`src/rtl/assert_macros.svh`:
```
// Assertion macros for the buddy page allocator RTL, used by the datapath.
`ifndef ASSERT_MACROS_SVH
`define ASSERT_MACROS_SVH
`ifndef SYNTHESIS
// Plain property check, held off during reset.
`define BPA_ASSERT(name, clk, rst, prop) \
   name: assert property (@(posedge clk) disable iff (rst) (prop)) \
      else $error("bpa assertion failed");
// Implication check, held off during reset.
`define BPA_ASSERT_IMP(name, clk, rst, pre, post) \
   name: assert property (@(posedge clk) disable iff (rst) (pre) |-> (post)) \
      else $error("bpa implication failed");
`else
`define BPA_ASSERT(name, clk, rst, prop)
`define BPA_ASSERT_IMP(name, clk, rst, pre, post)
`endif
`endif

```
`src/rtl/bpa_pkg.sv`:
```
// Package: constants, codes and controller/datapath types of the buddy page allocator.
`default_nettype none
package bpa_pkg;
   localparam int PAGE_AW     = 15;
   localparam int MAX_PAGES   = 32768;
   localparam int NUM_ORDERS  = 11;
   localparam int TOP_ORDER   = 10;
   localparam int ORD_W       = 4;
   localparam int CNT_W       = 16;
   localparam int TB_W        = 2;
   localparam int SPAN_W      = TB_W + TOP_ORDER;
   localparam int COUNT_W     = 11;
   localparam int MODE_W      = 2;
   localparam int STATUS_W    = 2;
   localparam int CSR_DW      = 16;
   localparam int CSR_IW      = 1;
   localparam int TB_RESET    = 2;
   localparam int TOTAL_RESET = 31929;

   typedef enum logic [MODE_W-1:0] {
      MODE_ALLOC = 2'd0,
      MODE_FREE  = 2'd1,
      MODE_INIT  = 2'd2,
      MODE_NONE  = 2'd3
   } mode_type;

   typedef enum logic [STATUS_W-1:0] {
      STAT_OK      = 2'd0,
      STAT_NOSPACE = 2'd1,
      STAT_BADFREE = 2'd2
   } status_type;

   typedef enum logic [CSR_IW-1:0] {
      CSR_TOP_BLOCKS  = 1'd0,
      CSR_TOTAL_PAGES = 1'd1
   } csr_index_type;

   typedef enum logic [4:0] {
      S_RCLR_START,
      S_RCLR,
      S_IDLE,
      S_DISPATCH,
      S_ICLR_START,
      S_ICLR,
      S_BUILD_START,
      S_BUILD,
      S_ALLOC,
      S_SCAN_RD,
      S_SCAN_CHK,
      S_SPLIT,
      S_FREE_RD,
      S_FREE_CHK,
      S_BUD_RD,
      S_BUD_CHK,
      S_RESULT
   } state_type;

   typedef enum logic [3:0] {
      DP_NOP,
      DP_CAPTURE,
      DP_CLR_START,
      DP_CLR_STEP,
      DP_BUILD_START,
      DP_BUILD,
      DP_ALLOC_PICK,
      DP_SCAN_ADV,
      DP_ALLOC_TAKE,
      DP_SPLIT,
      DP_FREE_CLR,
      DP_BUD_RD,
      DP_BUD_MERGE,
      DP_PUT,
      DP_RESULT
   } op_type;

   typedef struct packed {
      op_type     op;
      status_type rsp_status;
   } cmd_type;

   typedef struct packed {
      mode_type mode;
      logic     m_big;
      logic     k_none;
      logic     q_match;
      logic     q_alloc;
      logic     scan_last;
      logic     split_done;
      logic     k_top;
      logic     clr_last;
      logic     build_done;
   } stat_type;

   typedef struct packed {
      logic             is_free;
      logic             is_alloc;
      logic [ORD_W-1:0] order;
   } mem_word_type;
endpackage
`default_nettype wire

```
`src/rtl/bpa_ctrl.sv`:
```
// Controller: sequences clear, build, allocate search/split and free/merge steps.
`default_nettype none
module bpa_ctrl (
   input  wire logic               clock,
   input  wire logic               reset,
   input  wire logic               req_valid,
   output      logic               req_ready,
   output      logic               rsp_valid,
   input  wire logic               rsp_ready,
   input  wire bpa_pkg::stat_type  stat,
   output      bpa_pkg::cmd_type   cmd
);
   import bpa_pkg::*;

   state_type  state_ff, state_in;
   status_type code_ff, code_in;
   logic       rsp_valid_ff, rsp_valid_in;

   always_ff @(posedge clock) begin
      if (reset) begin
         state_ff     <= S_RCLR_START;
         code_ff      <= STAT_OK;
         rsp_valid_ff <= 1'b0;
      end else begin
         state_ff     <= state_in;
         code_ff      <= code_in;
         rsp_valid_ff <= rsp_valid_in;
      end
   end

   always_comb begin
      state_in       = state_ff;
      code_in        = code_ff;
      rsp_valid_in   = rsp_valid_ff && !rsp_ready;
      cmd.op         = DP_NOP;
      cmd.rsp_status = code_ff;
      req_ready      = 1'b0;
      case (state_ff)
         S_RCLR_START: begin
            cmd.op   = DP_CLR_START;
            state_in = S_RCLR;
         end
         S_RCLR: begin
            cmd.op = DP_CLR_STEP;
            if (stat.clr_last) begin
               state_in = S_IDLE;
            end
         end
         S_IDLE: begin
            req_ready = 1'b1;
            if (req_valid) begin
               cmd.op   = DP_CAPTURE;
               code_in  = STAT_OK;
               state_in = S_DISPATCH;
            end
         end
         S_DISPATCH: begin
            case (stat.mode)
               MODE_ALLOC: state_in = S_ALLOC;
               MODE_FREE:  state_in = S_FREE_RD;
               MODE_INIT:  state_in = S_ICLR_START;
               default:    state_in = S_RESULT;
            endcase
         end
         S_ICLR_START: begin
            cmd.op   = DP_CLR_START;
            state_in = S_ICLR;
         end
         S_ICLR: begin
            cmd.op = DP_CLR_STEP;
            if (stat.clr_last) begin
               state_in = S_BUILD_START;
            end
         end
         S_BUILD_START: begin
            cmd.op   = DP_BUILD_START;
            state_in = S_BUILD;
         end
         S_BUILD: begin
            if (stat.build_done) begin
               state_in = S_RESULT;
            end else begin
               cmd.op = DP_BUILD;
            end
         end
         S_ALLOC: begin
            if (stat.m_big || stat.k_none) begin
               code_in  = STAT_NOSPACE;
               state_in = S_RESULT;
            end else begin
               cmd.op   = DP_ALLOC_PICK;
               state_in = S_SCAN_RD;
            end
         end
         S_SCAN_RD: begin
            state_in = S_SCAN_CHK;
         end
         S_SCAN_CHK: begin
            if (stat.q_match) begin
               cmd.op   = DP_ALLOC_TAKE;
               state_in = S_SPLIT;
            end else if (stat.scan_last) begin
               code_in  = STAT_NOSPACE;
               state_in = S_RESULT;
            end else begin
               cmd.op   = DP_SCAN_ADV;
               state_in = S_SCAN_RD;
            end
         end
         S_SPLIT: begin
            if (stat.split_done) begin
               state_in = S_RESULT;
            end else begin
               cmd.op = DP_SPLIT;
            end
         end
         S_FREE_RD: begin
            state_in = S_FREE_CHK;
         end
         S_FREE_CHK: begin
            if (!stat.q_alloc) begin
               code_in  = STAT_BADFREE;
               state_in = S_RESULT;
            end else begin
               cmd.op   = DP_FREE_CLR;
               state_in = S_BUD_RD;
            end
         end
         S_BUD_RD: begin
            if (stat.k_top) begin
               cmd.op   = DP_PUT;
               state_in = S_RESULT;
            end else begin
               cmd.op   = DP_BUD_RD;
               state_in = S_BUD_CHK;
            end
         end
         S_BUD_CHK: begin
            if (stat.q_match) begin
               cmd.op   = DP_BUD_MERGE;
               state_in = S_BUD_RD;
            end else begin
               cmd.op   = DP_PUT;
               state_in = S_RESULT;
            end
         end
         S_RESULT: begin
            if (!rsp_valid_ff || rsp_ready) begin
               cmd.op       = DP_RESULT;
               rsp_valid_in = 1'b1;
               state_in     = S_IDLE;
            end
         end
         default: begin
            state_in = S_IDLE;
         end
      endcase
   end

   assign rsp_valid = rsp_valid_ff;
endmodule
`default_nettype wire

```
`config.mk`:
```
export PLATFORM = sky130hd
export DESIGN_NAME = bpa_ctrl
export DESIGN_NICKNAME = d
export VERILOG_FILES = /design/src/rtl/assert_macros.svh /design/src/rtl/bpa_pkg.sv /design/src/rtl/bpa_ctrl.sv
export SDC_FILE = /design/constraint.sdc
export NUM_CORES = 1
export LEC_CHECK = 0
export BUFFER_PORTS_ARGS = -buffer_cell sky130_fd_sc_hd__buf_2
export CORE_MARGIN = 2
export CORE_UTILIZATION = 55
export DETAILED_ROUTE_END_ITERATION = 7
export GPL_TIMING_DRIVEN = 0
export PLACE_DENSITY = 0.83
export SYNTH_ARGS = -nofsm -noshare
export SYNTH_HDL_FRONTEND = slang
export SYNTH_SLANG_ARGS = --single-unit
```
`constraint.sdc`:
```
create_clock -name clock -period 2.7 [get_ports clock]
set_input_delay 0.405 -clock clock [delete_from_list [all_inputs] [get_ports clock]]
set_output_delay 0.405 -clock clock [all_outputs]
set_load 0.03 [all_outputs]
```
==> results of run 1 <==
==> area by class of cell <==
type / count / area [sq um] / area share (%)
buffer: 10 / 52.55 / 5.141
clock buffer: 3 / 22.52 / 2.203
inverter: 7 / 26.28 / 2.570
multi-input combinational: 100 / 635.6 / 62.18
sequential: 8 / 160.2 / 15.67
tap: 16 / 20.02 / 1.958
timing repair buffer: 21 / 105.1 / 10.28
==> what timing repair did <==
item                                    CTS  global route
hold endpoints to repair                  0             0
endpoints found under the setup margin    0             3
gates resized for setup                   0             1
hold buffers                              0             0
==> synthesized netlist by cell type (2+ instances only) <==
| library cell | number | area, sq um |
|---|---|---|
| sky130_fd_sc_hd__a21oi_1 | 11 | 55.05 |
| sky130_fd_sc_hd__nand3b_1 | 4 | 30.03 |
| sky130_fd_sc_hd__nor2b_1 | 3 | 18.77 |
| sky130_fd_sc_hd__nand4_1 | 4 | 25.02 |
| sky130_fd_sc_hd__nor4_1 | 2 | 12.51 |
| sky130_fd_sc_hd__ha_1 | 3 | 37.54 |
| sky130_fd_sc_hd__nor2_1 | 11 | 41.29 |
| sky130_fd_sc_hd__a211oi_1 | 3 | 22.52 |
| sky130_fd_sc_hd__nor3_1 | 6 | 30.03 |
| sky130_fd_sc_hd__or3_1 | 2 | 12.51 |
| sky130_fd_sc_hd__o32ai_1 | 2 | 17.52 |
| sky130_fd_sc_hd__o22ai_1 | 2 | 12.51 |
| sky130_fd_sc_hd__nor4b_1 | 3 | 26.28 |
| sky130_fd_sc_hd__nand2_1 | 14 | 52.55 |
| sky130_fd_sc_hd__clkbuf_1 | 4 | 15.01 |
| sky130_fd_sc_hd__a31oi_1 | 4 | 25.02 |
| sky130_fd_sc_hd__buf_2 | 3 | 15.01 |
| sky130_fd_sc_hd__inv_1 | 6 | 22.52 |
| sky130_fd_sc_hd__o21ai_1 | 6 | 30.03 |
| sky130_fd_sc_hd__dfxtp_1 | 8 | 160.2 |
==> kinds of logic (layout without fill, tap and decap cells) <==
logic type | count (synthesis) | after routing | synth area share, %
and+or+nand+nor | 56 | 56 | 35.56
AOI/OAI and AO/OA | 40 | 40 | 31.21
buffers and inverters | 17 | 41 | 9.142
DFF | 8 | 8 | 18.58
adders and majority gates | 3 | 3 | 4.355
muxes | 1 | 1 | 1.161
==> cell usage in the layout (no fill, tap or decap), drive strengths merged, types with 2 or more instances in the layout <==
master / n
buf: 27
nand2: 14
nor2: 11
a21oi: 11
dfxtp: 8
inv: 7
o21ai: 7
clkbuf: 7
nor3: 6
nand4: 4
nand3b: 4
a31oi: 4
nor2b: 3
a211oi: 3
ha: 3
nor4b: 3
or3: 3
o22ai: 2
o32ai: 2
nor4: 2
a21boi: 2
o41ai: 2
==> path summary, 6_finish.rpt <==
kind | slack, ns | end | depth (start not counted) | from
min reg2reg | 0.47 | code_ff[1] | 2 | code_ff[1]
min | 0.47 | code_ff[1] | 2 | code_ff[1]
max reg2reg | 0.95 | state_ff[0] | 6 | state_ff[4]
max | 0.18 | cmd[3] | 7 | state_ff[4]
==> state kept, by name (all words and copies together), names as in the netlist <==
register   count
code_ff        2
rsp_valid      1
state_ff       5
==> where the power goes <==
group          switching [mW]  internal, mW  leakage (nW)
sequential             0.0243         0.138        0.0650
combinational           0.344         0.185         0.344
clock                  0.0364        0.0506        0.0138
==> layer usage <==
metal | vias to the layer above | part of all wire (%)
met5 | - | 0
met4 | 0 | 0
met3 | 0 | 9.8
met2 | 71 | 50
met1 | 498 | 41
li1 | 523 | -
==> metrics by stage <==
step | util, % | setup slack (ns)
2_1_floorplan | - | 0.3862
5_1_grt | 68.66 | 0.02005
3_5_place_dp | 66.72 | 0.4547
3_3_place_gp | 66.72 | 0.5587
6_report | 68.66 | 0.1821
4_1_cts | 68.24 | 0.1792
==> critical path, cell delays in order, from the launching register on <==
cell	delay [ns]
sky130_fd_sc_hd__dfxtp_1	0.42
sky130_fd_sc_hd__clkbuf_1	0.42
sky130_fd_sc_hd__inv_1	0.18
sky130_fd_sc_hd__nand4_1	0.22
sky130_fd_sc_hd__nor4_1	0.08
sky130_fd_sc_hd__nor3_1	0.27
sky130_fd_sc_hd__nand2_1	0.08
sky130_fd_sc_hd__buf_2	0.18
==> results.txt, run 1 <==
- Wire length of the first global-routing pass: 4215 microns
- Worst setup skew after layout: 0.002434 ns
- Count of buffers from port buffering: 21
- For this run, the number of Yosys warnings is 0.
- TritonCTS built the clock tree.
- Summed over all layers, the routed wires come to 2615 microns.
* Post-layout total power: 778.8 uW
* Synthesized netlist cell count: 125
- The floorplan step set the die width to 43.59 microns.
- Setup total negative slack on the finished layout was measured at 0 ns.
- Compared with the post-synthesis result, the final layout area differs by 18.58%.
- Count of pins on the block boundary: 23
* Layout cell share with drive strength beyond 1: 22.82%
- After clock tree synthesis, the clock-pin slew on the worst setup and hold paths is 0.05 ns.
- Clock insertion delay at the later pin of the skew report: 0.25 ns
- In this run the core area contains 14 standard-cell rows.
- After filler insertion, the fill cell instance count of the layout stands at 142.
- Pin count of the biggest net entering global routing: 11
- The clock passes through at most 2 buffers.
- Overall die area: 0.001900 sq mm
* Post CTS Setup Buffer Count: 0
- RSZ-0062 raised after global routing: no
* Vias in the first global route: 972
* Kind of critical path: flop to output port
- Clk Tree Root Cell: sky130_fd_sc_hd__clkbuf_4
* Outcome: finished, final reports clean
* Slew margin rel.: 57.01%
- All-layer global routing usage: 29.67%
- For this run, global-route usage on met2 was measured as 48.24%.
- Each instance of the synthesized netlist takes up on average 6.897 sq um.
* Post-route minimum period: 2.518 ns
- The number of antenna violations at the first check in global routing was 0.
- Busiest layer in global routing: met2
- In this run, synthesis produced a sequential element count of 8.
- After global routing the overflow that remains totals 0.
- At the worst endpoint, the required time is 2.30 ns.
- Using the TritonRoute via totals, the vias-per-cell ratio works out to 6.618.
- Global routing consumed, on the met1 layer, 37.91% of the routing resources.
* Placeable core area: 0.001489 sq mm
* FMAX: 397.2 MHz
* Final Wtd Congestion: 0.9640
* Remaining antenna violation count after routing: 0
- Peak supply drop: 0.4754 mV
* Detailed-router iteration count before antenna repair: 4
- Hold timing on the final database bottoms out at a slack of 0.4671 ns.
- The number of nets in the synthesized netlist is 143.
- HPWL after detailed placement: 1980 microns
- Initial core utilization: 57.90%
- The mapped netlist covers 862.1 sq um.
* Largest fanout on the critical path: 10
- Primary FF master, synth: sky130_fd_sc_hd__dfxtp_1
- Endpoints failing hold: 0
- In the synthesized netlist the async set-or-reset flop fraction comes to 0%.
- At the pin with the least slew margin, the transition time is 0.6358 ns.
- Setup violations remaining at the end of the flow were counted as 0.
- Via count: 1092
- Antenna cell count: 0
* Iteration-0 DRC count of the detailed router: 56
- After detailed routing, the average wire length per cell comes to 15.85 microns.
* Post-route non-filler standard cell count: 165
- Final Max Slew Viols: 0
- Final clock period utilization by the worst path: 93.25%
- Measured along the y axis, the die boundary spans 43.59 microns.
- Data arrival at the endpoint of the critical path: 2.11 ns
* Placed instance count: 162
- Post-synth EDFFs: 0
- CTS built an H-tree with a depth of 1.
- Leakage power of the design: 0.4231 nW
- NumNets Final: 169
* Number of remaining DRC errors: 0
* DP Area: 993.5 sq um
- Global routing consumed, on the met3 layer, 7.917% of the routing resources.
* Number of buffers created by CTS: 3
- Sequential area share after synthesis: 18.58%
- Critical Path Source Type: flop
* Num Clock Sinks: 8
- With fillers left out, the area of the finished cells amounts to 0.001022 sq mm.
* Kind of end point of the critical path: output port
- Max Cap Violations: 0
* Power density over the cells: 761.9 mW/mm^2
- Min-Delay Path Class: flop to flop
- Count of distinct cell types in the synthesized netlist: 44
No activity file was read; power rests on OpenSTA's default activity.
==> inputs of run 2 (changes only) <==
==> constraint.sdc (replaced) <==
create_clock -name clock -period 2.7 [get_ports clock]
set_input_delay 0.135 -clock clock [delete_from_list [all_inputs] [get_ports clock]]
set_output_delay 0.135 -clock clock [all_outputs]
set_load 0.03 [all_outputs]
==> results.txt, run 2 (synthesis gave the netlist of run 1 again) <==
- In this run the tool buffered the top-level ports with 21 buffer cells.
* Placed instance count: 162
* TritonCTS clock tree: done
- In this run the post-CTS setup repair buffer count came out at 0.
- Clk Tree Root Cell: sky130_fd_sc_hd__clkbuf_4
* Overall die area: 0.001900 sq mm
* Post-route non-filler standard cell count: 165
* Antenna cell count: 0
* Crit path to: cmd[2]
* Placeable core area: 0.001489 sq mm
* Endpoints failing hold: 0
- For the worst-skew pair, the clock arrives at the later sink with an insertion delay of 0.27 ns.
- Number of buffers inserted for hold repair after clock tree synthesis: 0
- Most common library cell in the layout ignoring fill and taps: sky130_fd_sc_hd__buf_2
* Final clock period utilization by the worst path: 81.35%
* Critical Path Source Type: flop
- Largest fanout on the critical path: 10
- Via count: 1097
- In this run the remaining antenna-violating nets after routing total 0.
- FF-to-FF Start: state_ff[1]
* Count of pins on the block boundary: 23
* Vias in the first global route: 958
- TritonCTS created 3 clock buffers.
- The worst path needs 2.196 ns of the cycle, external delays included.
- Power density over the cells: 766.5 mW/mm^2
* Kind of end point of the critical path: output port
- Fillers: 146
- Resized cells post-CTS: 0
* Clock edge transition at the registers on the reported setup and hold paths: 0.06 ns
- Entering global routing, the biggest net connects 11 pins.
* Leakage power of the design: 0.4216 nW
- Area added between synthesis and finish: 17.13%
- Wire length of the first global-routing pass: 4181 microns
- Across the routed clock network, the largest skew measured is 0.008261 ns.
- The multi-input combinational cells in the finished layout cover a total of 623.1 sq um.
* Outcome: finished, final reports clean
- After routing, the total negative slack on setup checks comes to 0 ns.
* Final Wtd Congestion: 1.009
* Kind of critical path: flop to output port
* Commonest cells after routing, fill and taps aside: 24 x sky130_fd_sc_hd__buf_2, 14 x sky130_fd_sc_hd__nand2_1, 11 x sky130_fd_sc_hd__nor2_1, 11 x sky130_fd_sc_hd__a21oi_1, 8 x sky130_fd_sc_hd__dfxtp_1
- Data required, critical path: 2.57 ns
- Ranked by flip-flop count, first place goes to state_ff.
- Number of instances on the worst hold path: 3
- Num Clock Sinks: 8
- In the final layout, the share of cells above drive strength 1 is 21.48%.
* Min-Delay Path Class: primary input to flop
- No sink is reached through more buffers than the 2 on the longest clock path.
* RSZ-0062 raised after global routing: no
* Slew margin rel.: 59.30%
- For the worst flop-to-flop path, the logic depth is 6.
- Sequential cell area: 160.2 sq um
* Routed wirelength normalized by instance count: 15.41 microns
- From left edge to right edge, the die measures 43.59 microns.
* All-layer global routing usage: 29.78%
- Initial core utilization: 57.90%
- The initialized floorplan defines 14 standard-cell rows.
- Wires add up to 2543 microns.
* NumNets Final: 169
* Number of endpoints failing setup at the final stage: 0
* Max Cap Violations: 0
- Final core area utilization: 67.82%
- Using the TritonRoute via totals, the vias-per-cell ratio works out to 6.648.
- Iteration-0 DRC count of the detailed router: 59
- Worst reg2reg endpoint: state_ff[0]
- Maximum level of the CTS H-tree: 1
- At the pin with the least slew margin, the transition time is 0.6019 ns.
- Setup slack on the worst reg-to-reg path comes out at 0.99 ns.
- The floorplan step set the die height to 43.59 microns.
- Final Max Slew Viols: 0
- The register with the most flip-flops in the layout has 5 of them.
- Across the VDD grid, the largest voltage drop is 0.3839 mV.
- Number of remaining DRC errors: 0
* Data arrival at the endpoint of the critical path: 2.06 ns
- The HPWL after detailed placement is 1913 microns.
- The number of antenna violations at the first check in global routing came to 0.
- Tracing the worst setup path back leads to its startpoint at state_ff[1].
* FMAX: 455.3 MHz
* Detailed-router iteration count before antenna repair: 4
- Summed over all layers, the global routing overflow is 0.
==> run 2: critical path, stage by stage, from the launching register on <==
cell and delay [ns]:
sky130_fd_sc_hd__dfxtp_1 0.43, sky130_fd_sc_hd__buf_4 0.22, sky130_fd_sc_hd__clkbuf_1 0.38, sky130_fd_sc_hd__nor4b_1 0.38
sky130_fd_sc_hd__a211oi_1 0.09, sky130_fd_sc_hd__o21ai_1 0.09, sky130_fd_sc_hd__buf_2 0.21
==> run 2: area by class of cell <==
class | instances | area share [%]
timing repair buffer | 21 | 10.41
multi-input combinational | 100 | 61.71
clock buffer | 3 | 2.230
buffer | 10 | 5.204
inverter | 7 | 2.602
tap | 16 | 1.983
sequential | 8 | 15.86
==> run 2: how the worst min path moves through the flow <==
| stage | start | endpoint | slack, ns |
|---|---|---|---|
| final | rsp_ready | rsp_valid | 0.23 |
| after global placement | code_ff[1] | code_ff[1] | 0.46 |
| after CTS | rsp_ready | rsp_valid | 0.21 |
| after global routing | rsp_ready | rsp_valid | 0.26 |
| after detailed placement | code_ff[1] | code_ff[1] | 0.46 |
| after floorplan | stat[3] | state_ff[3] | 0.36 |
==> run 2: where the power goes <==
group	total [mW]	leakage, nW	internal [mW]	switching (mW)
logic	0.514	0.343	0.183	0.332
clock network	0.0957	0.0138	0.0511	0.0446
registers	0.164	0.0650	0.138	0.0258
==> run 2: routing by layer <==
layer  share of wire (%)  GRT usage (%)  vias up
met3                 9.8          7.917       15
li1                    -              -      518
met2                  46          46.47       68
met1                  41          37.76      496
met4                 3.1          14.55        0
met5                   0              0        -
==> run 2: per-stage QoR <==
| step | power [mW] | area, sq um | hold WS (ns) | setup slack, ns |
|---|---|---|---|---|
| 4_1_cts | 0.7638 | 1010 | 0.2054 | 0.5087 |
| 2_1_floorplan | 0.5403 | 862.1 | 0.3635 | 0.2523 |
| 5_1_grt | 0.8255 | 1010 | 0.2576 | 0.3312 |
| 6_report | 0.7739 | 1010 | 0.2261 | 0.5036 |
| 3_3_place_gp | 0.6598 | 987.2 | 0.4569 | 0.8313 |
| 3_5_place_dp | 0.6645 | 987.2 | 0.4582 | 0.8041 |
